`src/bpfa_pkg.sv`:
```
// ----------------------------------------------------------------------------
// Bitmap page frame allocator: shared definitions
// Default sizes, result status codes and the word search result type.
// ----------------------------------------------------------------------------
package bpfa_pkg;

	localparam int WORD_BITS        = 32;
	localparam int BIT_W            = 5;
	localparam int MAX_FRAMES_DEF   = 32768;
	localparam int PAGE_BYTES_DEF   = 4096;
	localparam int FRAMES_RESET     = 32768;

	localparam logic [2:0] ST_ALLOCATED     = 3'd0;
	localparam logic [2:0] ST_NONE_FREE     = 3'd1;
	localparam logic [2:0] ST_FREED         = 3'd2;
	localparam logic [2:0] ST_NOT_ALLOCATED = 3'd3;
	localparam logic [2:0] ST_OUT_OF_RANGE  = 3'd4;

	typedef struct packed {
		logic             found;
		logic [BIT_W-1:0] pos;
	} find_t;

endpackage

```
`src/bpfa_find.sv`:
```
// ----------------------------------------------------------------------------
// Bitmap page frame allocator: word search
// Finds the lowest clear bit of one bitmap word within a window of positions.
// ----------------------------------------------------------------------------
module bpfa_find (
	input  logic [bpfa_pkg::WORD_BITS-1:0] word,
	input  logic [bpfa_pkg::BIT_W-1:0]     lo,
	input  logic                           hi_all,
	input  logic [bpfa_pkg::BIT_W-1:0]     hi,
	output bpfa_pkg::find_t                res
);

	logic [bpfa_pkg::WORD_BITS-1:0] low_mask;
	logic [bpfa_pkg::WORD_BITS-1:0] high_mask;
	logic [bpfa_pkg::WORD_BITS-1:0] cand;

	// Positions below lo and at or above hi (unless the whole word counts) are excluded.
	assign low_mask  = {bpfa_pkg::WORD_BITS{1'b1}} << lo;
	assign high_mask = hi_all ? {bpfa_pkg::WORD_BITS{1'b1}}
		: ~({bpfa_pkg::WORD_BITS{1'b1}} << hi);
	assign cand      = ~word & low_mask & high_mask;

	always_comb begin
		res.found = |cand;
		res.pos   = '0;
		for (int i = bpfa_pkg::WORD_BITS - 1; i >= 0; i--) begin
			if (cand[i]) begin
				res.pos = bpfa_pkg::BIT_W'(i);
			end
		end
	end

endmodule

```
`config.mk`:
```
export PLATFORM = sky130hd
export DESIGN_NAME = bpfa_find
export DESIGN_NICKNAME = d
export VERILOG_FILES = /design/src/bpfa_pkg.sv /design/src/bpfa_find.sv
export SDC_FILE = /design/constraint.sdc
export NUM_CORES = 1
export LEC_CHECK = 0
export ABC_AREA = 1
export BUFFER_PORTS_ARGS = -buffer_cell sky130_fd_sc_hd__buf_2
export CORE_MARGIN = 2
export CORE_UTILIZATION = 40
export DETAILED_ROUTE_END_ITERATION = 12
export PLACE_DENSITY_LB_ADDON = 0.08
export SKIP_LAST_GASP = 1
export SYNTH_ARGS = -nofsm -noshare
export SYNTH_HDL_FRONTEND = slang
export SYNTH_SLANG_ARGS = --single-unit
```
`constraint.sdc`:
```
create_clock -name vclk -period 3.7
set_input_delay 0.185 -clock vclk [all_inputs]
set_output_delay 0.185 -clock vclk [all_outputs]
set_load 0.005 [all_outputs]
```
Word-level counts from Yosys, hierarchy flattened
Cells that the tools add are included.
Storage, ports and cells
  output and inout bits: 6
  register bits: 0
  logic and storage cells: 40
Operators by class
  reduce and logical (&&, ||, !) cells: 1
  multiplexer cells: 33
  bitwise operators: 4
  shift operators: 2
Operators with widths (number)
  5-bit 2-to-1 mux: 32
  32-bit bitwise AND: 2
  32-bit NOT: 2
  32-bit by 5-bit left shift with 32-bit output (first input constant): 2
  32-bit 2-to-1 mux: 1
  32-bit OR reduction: 1

Logic depth before layout (Yosys ltp)
Gate-level depths: netlist of the first run.
  depth in word-level cells: 36
  gate-level depth with buffers: 34
  gate-level depth less buffers: 34

Least setup slack after synthesis of the first run
Ideal clock, no wire load.
  path kind: input-to-output
  start point: input hi[1] in the netlist's numbering
  end point: output res[0] in the netlist's numbering
  path slack: 1.564 ns
  data arrival time: 1.951 ns
  stages: 33
  buffers on the path: 1
  path through: buf_2 > nand2_1 > o21ai_1 > nand2_1 > nand2_1 > nand2_1 > nand2_1 > nand2_1 > nand2_1 > nand2_1 > nand2_1 > nand2_1 > nand2_1 > nand2_1 > nand2_1 > nand2_1 > nand2_1 > nand2_1 > nand2_1 > nand2_1 > nand2_1 > nand2_1 > nand2_1 > nand2_1 > nand2_1 > nand2_1 > nand2_1 > nand2_1 > nand2_1 > nand2_1 > nand2_1 > nand2_1 > a21oi_2
RTL lines
  start: declaration: line bpfa_find.sv:9  | input logic [bpfa_pkg::BIT_W-1:0] hi,
  end: declaration: line bpfa_find.sv:10  | output bpfa_pkg::find_t res

==> results.json, run 1 <==
{
  "outcome": "finished clean",
  "finalWirelength_mm": 3.71,
  "port_buffers": 49,
  "grt_max_degree": 24,
  "cpLargestDelayFamily": "simple AND/OR/NAND/NOR gates",
  "setup_viol": 0,
  "synth_top_area_share_pct": 25.7,
  "synthTopCellsByArea": "nand2_1 26%, nor2_1 16%, inv_1 15%",
  "seqCellArea_um2": 0,
  "synthToLayoutAreaGrowth_pct": 25.2,
  "rows": 18,
  "place_congestion": 0.957,
  "cts_setup_buffers": 0,
  "dp_cells": 309,
  "synth.cell_area_um2": 1040,
  "synth.largest_area_cell": "nand2_1",
  "grt_pass1_vias": 1366,
  "critical_path_depth": 35,
  "cp.required_ns": 3.51,
  "slowest_stage": "buf_2",
  "vias_per_cell": 5.15,
  "die_height_um": 54.9,
  "nClkBuffers": 0,
  "drtAntennaViolNets": 0,
  "nFillCells": 313,
  "io_pins": 49,
  "fin_setup_tns_ns": 0,
  "ys_warn_count": 0,
  "timing.hold.ws_ns": 0.779,
  "timing_worst_setup_path_type": "in -> out",
  "die_w_um": 54.9,
  "hold_depth": 5,
  "yosysMostFrequentCell": "nand2_1",
  "switchingPower_uw": 108,
  "pwr-share-clk_pct": 0,
  "drt-pass1-iter-count": 4,
  "worstSetupEndpointType": "primary output",
  "drive_gt1_share_pct": 19.7,
  "via_count": 1590,
  "dpl.hpwl_mm": 3.15,
  "max_stage_delay_ns": 0.34,
  "arrival_ns": 2.64,
  "critPathMaxFanout": 23,
  "avgSynthCellArea_um2": 4.43,
  "final_nets": 324,
  "syn-num-nets": 277,
  "p_leak_uw": 0.000749,
  "antenna_found_initial": 0,
  "grt_usage_pct": 26.5,
  "intPower_uw": 67.9,
  "post-route-min-period_ns": 2.83,
  "rsz0062_at_grt": "no",
  "antenna_cells": 0,
  "fin_crit_sh_pct": 76.4,
  "ctsResizeCount": 0,
  "irDropWorstVdd_mv": 0.0701,
  "multi_input_area_um2": 855,
  "die_area_um2": 3020,
  "hold_buffers": 0,
  "maxCapViolCount": 0,
  "core_area_um2": 2480,
  "relSlewSlack_pct": 64.4,
  "power_frac_seq_pct": 0,
  "synthCells": 234,
  "finalWorstSetupSlack_ns": 0.872,
  "grt_pass1_wl_mm": 5.84,
  "hold_violations": 0,
  "crit_top_cell": "nand2_1",
  "cp_num_buf_inv": 2,
  "route.detailed.wl_per_inst_um": 12.0,
  "p_per_area_nw_per_um2": 135,
  "seq_cells": 0,
  "synth.top_cells.by_count": "71 x nand2_1, 44 x nor2_1, 42 x inv_1, 12 x a21oi_1, 12 x nor3_1",
  "critPathLaunchType": "primary input",
  "initial_core_util_pct": 41.9,
  "power_frac_comb_pct": 100.0,
  "worst-slew-pin-transition_ns": 0.529,
  "swShare_pct": 61.3,
  "ys_types": 28,
  "post-place-ws_ns": 0.910,
  "drcViolationCount": 0,
  "drv_slew": 0,
  "initialDrtViolationCount": 48,
  "grt_overflow_total": 0,
  "finalNonFillerCells": 309,
  "ys_seq_area_share_pct": 0,
  "utilization_pct": 52.4,
  "clock.fmax_mhz": 354,
  "min_path_type": "in -> out"
}
worst paths after layout:
path	startpoint	to
max	lo[4]	res[0]
min	word[2]	res[1]
power by group through the flow:
stage	Sequential [uW]	Clock (uW)	Combinational, uW
2_1_floorplan	0	0	113
5_1_grt	0	0	204
6_report	0	0	176
3_3_place_gp	0	0	175
4_1_cts	0	0	175
3_5_place_dp	0	0	174
cells in the final DEF (no fill, tap or decap), types with 2 or more instances in the layout:
master | Yosys | final
o31ai_1 | 2 | 2
buf_2 | 2 | 49
o211ai_1 | 2 | 2
a31oi_1 | 3 | 3
nand2_1 | 71 | 71
nor3_1 | 12 | 12
a21oi_1 | 12 | 12
nand2_2 | 2 | 2
inv_1 | 42 | 42
nor2_1 | 44 | 44
nor4_1 | 10 | 10
nand3_1 | 6 | 6
o21ai_0 | 11 | 11
kinds of logic (layout without fill, tap and decap cells):
logic type      Yosys count  in the layout  share of synthesized area (%)
compound gates           38             38                           22.1
buf+inv                  47             92                           17.6
simple gates            149            149                           60.3
worst min-delay path: cells and delay by family:
family | cells | cell delay [ns]
buf+inv | 3 | 0.27
simple gates | 1 | 0.05
compound gates | 1 | 0.08
through the flow:
stage	cell area [um^2]	power [uW]
6_report	1300	176
5_1_grt	1300	204
4_1_cts	1300	175
3_5_place_dp	1300	174
3_3_place_gp	1300	175
2_1_floorplan	1040	113
final cells by class:
| cell class | count | area share, % |
|---|---|---|
| tap | 30 | 2.89 |
| multi-input combinational | 187 | 65.8 |
| timing repair buffer | 49 | 18.9 |
| inverter | 43 | 12.4 |
routing by layer:
| metal | GRT usage (%) | routed length [um] |
|---|---|---|
| met5 | 0 | 0 |
| met4 | 6.10 | 65 |
| met3 | 0.806 | 244 |
| met2 | 45.2 | 1710 |
| met1 | 36.7 | 1680 |
(Power assumes the default switching activity.)
==> inputs of run 2 (changes only) <==
==> constraint.sdc (replaced) <==
create_clock -name vclk -period 2.8
set_input_delay 0.14 -clock vclk [all_inputs]
set_output_delay 0.14 -clock vclk [all_outputs]
set_load 0.005 [all_outputs]
==> results.json, run 2 (same netlist as run 1, synthesis figures left out) <==
{
  "final_common_cell": "nand2_1",
  "grt_overflow_total": 0,
  "drive_gt1_share_pct": 30.0,
  "port_buffers": 49,
  "cp.required_ns": 2.66,
  "antenna_found_initial": 0,
  "drv_slew": 0,
  "utilization_pct": 61.3,
  "fin_crit_sh_pct": 86.6,
  "relSlewSlack_pct": 66.3,
  "antenna_cells": 0,
  "hold_depth": 5,
  "finalWirelength_mm": 3.79,
  "die_w_um": 54.9,
  "cp-startpoint": "hi[2]",
  "synthToLayoutAreaGrowth_pct": 46.3,
  "rows": 18,
  "core_area_um2": 2480,
  "maxCapViolCount": 0,
  "die_height_um": 54.9,
  "grt_pass1_wl_mm": 5.89,
  "final_cell_area_um2": 1520,
  "worstSetupEndpointType": "primary output",
  "max_stage_delay_ns": 0.21,
  "crit_top_cell": "nand2_1",
  "final_nets": 332,
  "final_cell_mix": "62 x nand2_1, 40 x inv_1, 39 x buf_2",
  "seqCellArea_um2": 0,
  "critical_path_depth": 30,
  "dpl.hpwl_mm": 3.13,
  "irDropWorstVdd_mv": 0.108,
  "finalWorstSetupSlack_ns": 0.374,
  "p_leak_uw": 0.000819,
  "outcome": "finished clean",
  "hold_violations": 0,
  "drtAntennaViolNets": 0,
  "clock.fmax_mhz": 412,
  "place_congestion": 0.966,
  "cp_num_buf_inv": 5,
  "io_pins": 49,
  "vias_per_cell": 5.16,
  "nFillCells": 282,
  "grt_pass1_vias": 1420,
  "route.detailed.wl_per_inst_um": 11.9,
  "p_per_area_nw_per_um2": 177,
  "hold_buffers": 0,
  "via_count": 1635,
  "timing_worst_setup_path_type": "in -> out",
  "critPathMaxFanout": 7,
  "worst-slew-pin-transition_ns": 0.502,
  "slowest_stage": "nor3_1",
  "grt_usage_pct": 26.4,
  "min_path_type": "in -> out",
  "hold_start": "word[2]",
  "setup_viol": 0,
  "die_area_um2": 3020,
  "postPlaceCellArea_um2": 1310,
  "grt_max_degree": 13,
  "cpLargestDelayFamily": "simple AND/OR/NAND/NOR gates",
  "finalPower_uw": 269,
  "post-place-ws_ns": 0.284,
  "post-route-min-period_ns": 2.43,
  "nClkBuffers": 0,
  "critPathLaunchType": "primary input",
  "fin_setup_tns_ns": 0,
  "multi_input_area_um2": 950,
  "initialDrtViolationCount": 76,
  "initial_core_util_pct": 41.9,
  "drt-pass1-iter-count": 5,
  "drcViolationCount": 0,
  "seq_cells": 0,
  "arrival_ns": 2.29
}
run 2: changes by cell type in the layout (fill, tap and decap cells not counted), sizes merged:
cell,previous run,this run
clkbuf,0,2
buf,49,55
inv,43,42
clkinvlp,0,1
run 2: what timing repair did:
action                                  4_1_cts  5_1_grt
endpoints found under the setup margin        0        2
gates resized for setup                       0       61
setup buffers                                 0        6
run 2: final cells by class:
| class | count | share of cell area [%] |
|---|---|---|
| tap | 30 | 2.47 |
| inverter | 43 | 10.9 |
| multi-input combinational | 187 | 62.6 |
| timing repair buffer | 57 | 24.1 |
run 2: report_power, final:
part | switching (uW) | internal, uW | total (uW)
registers | 0 | 0 | 0
logic | 156 | 113 | 269
clock network | 0 | 0 | 0
run 2: worst paths after layout:
kind                     end  slack [ns]
worst min-delay path  res[1]        0.68
worst max-delay path  res[0]        0.37
run 2: tightest hold or removal path: cells and delay by family:
kind            cells  cell delay, ns
buf+inv             3            0.27
simple gates        1            0.05
compound gates      1            0.08
run 2: per-stage QoR:
stage / hold WS (ns) / instances
3_3_place_gp: 0.678 / 311
3_5_place_dp: 0.675 / 311
4_1_cts: 0.682 / 311
5_1_grt: 0.730 / 317
6_report: 0.681 / 317
2_1_floorplan: 0.448 / 234
run 2: metal layers:
| layer | track usage [%] | vias up | wire, um | share of wire (%) |
|---|---|---|---|---|
| li1 | - | 869 | - | - |
| met1 | 36.1 | 696 | 1730 | 46 |
| met2 | 46.6 | 64 | 1710 | 45 |
| met3 | 2.42 | 6 | 287 | 7.6 |
| met4 | 2.03 | 0 | 51 | 1.3 |
| met5 | 0 | - | 0 | 0 |
==> inputs of run 3 (changes only) <==
--- a/config.mk
+++ b/config.mk
@@ -8,7 +8,7 @@
 export ABC_AREA = 1
 export BUFFER_PORTS_ARGS = -buffer_cell sky130_fd_sc_hd__buf_2
 export CORE_MARGIN = 2
-export CORE_UTILIZATION = 40
+export CORE_UTILIZATION = 50
 export DETAILED_ROUTE_END_ITERATION = 12
 export PLACE_DENSITY_LB_ADDON = 0.08
 export SKIP_LAST_GASP = 1
==> results.json, run 3 (same netlist as run 1, synthesis figures left out) <==
{
  "antenna_cells": 0,
  "die_w_um": 49.5,
  "timing_worst_setup_path_type": "in -> out",
  "place_congestion": 1.04,
  "seq_cells": 0,
  "final_common_cell": "nand2_1",
  "min_path_type": "in -> out",
  "outcome": "finished clean",
  "final_cell_mix": "71 x nand2_1, 48 x buf_2, 43 x nor2_1",
  "crit_top_cell": "nand2_1",
  "hold_violations": 0,
  "finalPower_uw": 238,
  "use_met1_pct": 41.6,
  "route.detailed.wl_per_inst_um": 11.8,
  "rsz0062_at_grt": "no",
  "drive_gt1_share_pct": 20.9,
  "finalWirelength_mm": 3.63,
  "fin_setup_tns_ns": 0,
  "final_nets": 327,
  "nFillCells": 227,
  "setup_viol": 0,
  "irDropWorstVdd_mv": 0.102,
  "drv_slew": 0,
  "fin_crit_sh_pct": 88.9,
  "critPathLaunchType": "primary input",
  "slowest_stage": "buf_2",
  "finalNonFillerCells": 309,
  "p_leak_uw": 0.000765,
  "vias_per_cell": 5.28,
  "met3_usage_pct": 2.42,
  "clock.fmax_mhz": 402,
  "synthToLayoutAreaGrowth_pct": 28.0,
  "dp_cells": 309,
  "initial_core_util_pct": 52.9,
  "initialDrtViolationCount": 103,
  "nClkBuffers": 0,
  "antenna_found_initial": 0,
  "core_area_um2": 1960,
  "drtAntennaViolNets": 0,
  "max_stage_delay_ns": 0.23,
  "critPathMaxFanout": 13,
  "worstSetupEndpointType": "primary output",
  "use_met2_pct": 56.7,
  "die_height_um": 49.5,
  "arrival_ns": 2.35,
  "io_pins": 49,
  "grt_pass1_wl_mm": 6.24,
  "grt_pass1_vias": 1508,
  "grt_usage_pct": 31.1,
  "maxCapViolCount": 0,
  "rows": 16,
  "relSlewSlack_pct": 66.1,
  "seqCellArea_um2": 0,
  "cp-startpoint": "lo[4]",
  "cp.required_ns": 2.66,
  "dpl.hpwl_mm": 3.10,
  "postPlaceCellArea_um2": 1320,
  "via_count": 1631,
  "worst-slew-pin-transition_ns": 0.505,
  "die_area_um2": 2450,
  "drt-pass1-iter-count": 5,
  "post-route-min-period_ns": 2.49,
  "grt_overflow_total": 0,
  "top_usage_layer": "met2",
  "utilization_pct": 67.7,
  "drcViolationCount": 0,
  "port_buffers": 49,
  "p_per_area_nw_per_um2": 179,
  "grt_max_degree": 14,
  "endpoint": "res[0]",
  "final_cell_area_um2": 1330
}
## run 3: cell types whose count changed in the layout (fill, tap and decap cells not counted), sizes merged
cell,previous run,this run
buf,55,51
clkbuf,2,1
clkinvlp,1,0
inv,42,43
## run 3: repair_timing
action / in CTS / in global routing
hold buffers: 0 / 0
endpoints found under the setup margin: 0 / 2
buffers inserted: 0 / 0
gates resized for setup: 0 / 4
## run 3: worst max-delay path, delay by kind of cell
kind | cells | cell delay, ns
buf+inv | 2 | 0.36
simple gates | 32 | 1.80
compound gates | 1 | 0.05
## run 3: metal layers
metal | wire, um | share of wire (%)
met2 | 1620 | 45
met1 | 1600 | 44
met5 | 0 | 0
met4 | 33 | 0.91
met3 | 375 | 10
## run 3: final cells by class
cell class                      count  area, um^2  share of cell area [%]
Multi-Input combinational cell    187         862                    64.9
Timing Repair Buffer               52         270                    20.4
Inverter                           43         161                    12.2
Tap cell                           27        33.8                    2.54
## run 3: how the worst min path moves through the flow
stage,start,endpoint,cells after the start
finish,word[2],res[1],5
global route,word[2],res[1],5
CTS,word[2],res[1],5
detailed placement,word[2],res[1],5
global placement,word[2],res[1],5
floorplan,hi[3],res[0],2
## run 3: power by group
part | switching [uW] | internal [uW] | leakage [uW] | total, uW
Sequential | 0 | 0 | 0 | 0
Combinational | 145 | 93.2 | 0.000765 | 238
Clock | 0 | 0 | 0 | 0
Total | 145 | 93.2 | 0.000765 | 238
## run 3: through the flow
step	setup slack, ns	hold slack, ns
after floorplan	0.754	0.448
after global placement	0.260	0.677
after detailed placement	0.294	0.678
after CTS	0.288	0.681
after global routing	0.00218	0.733
final	0.310	0.679
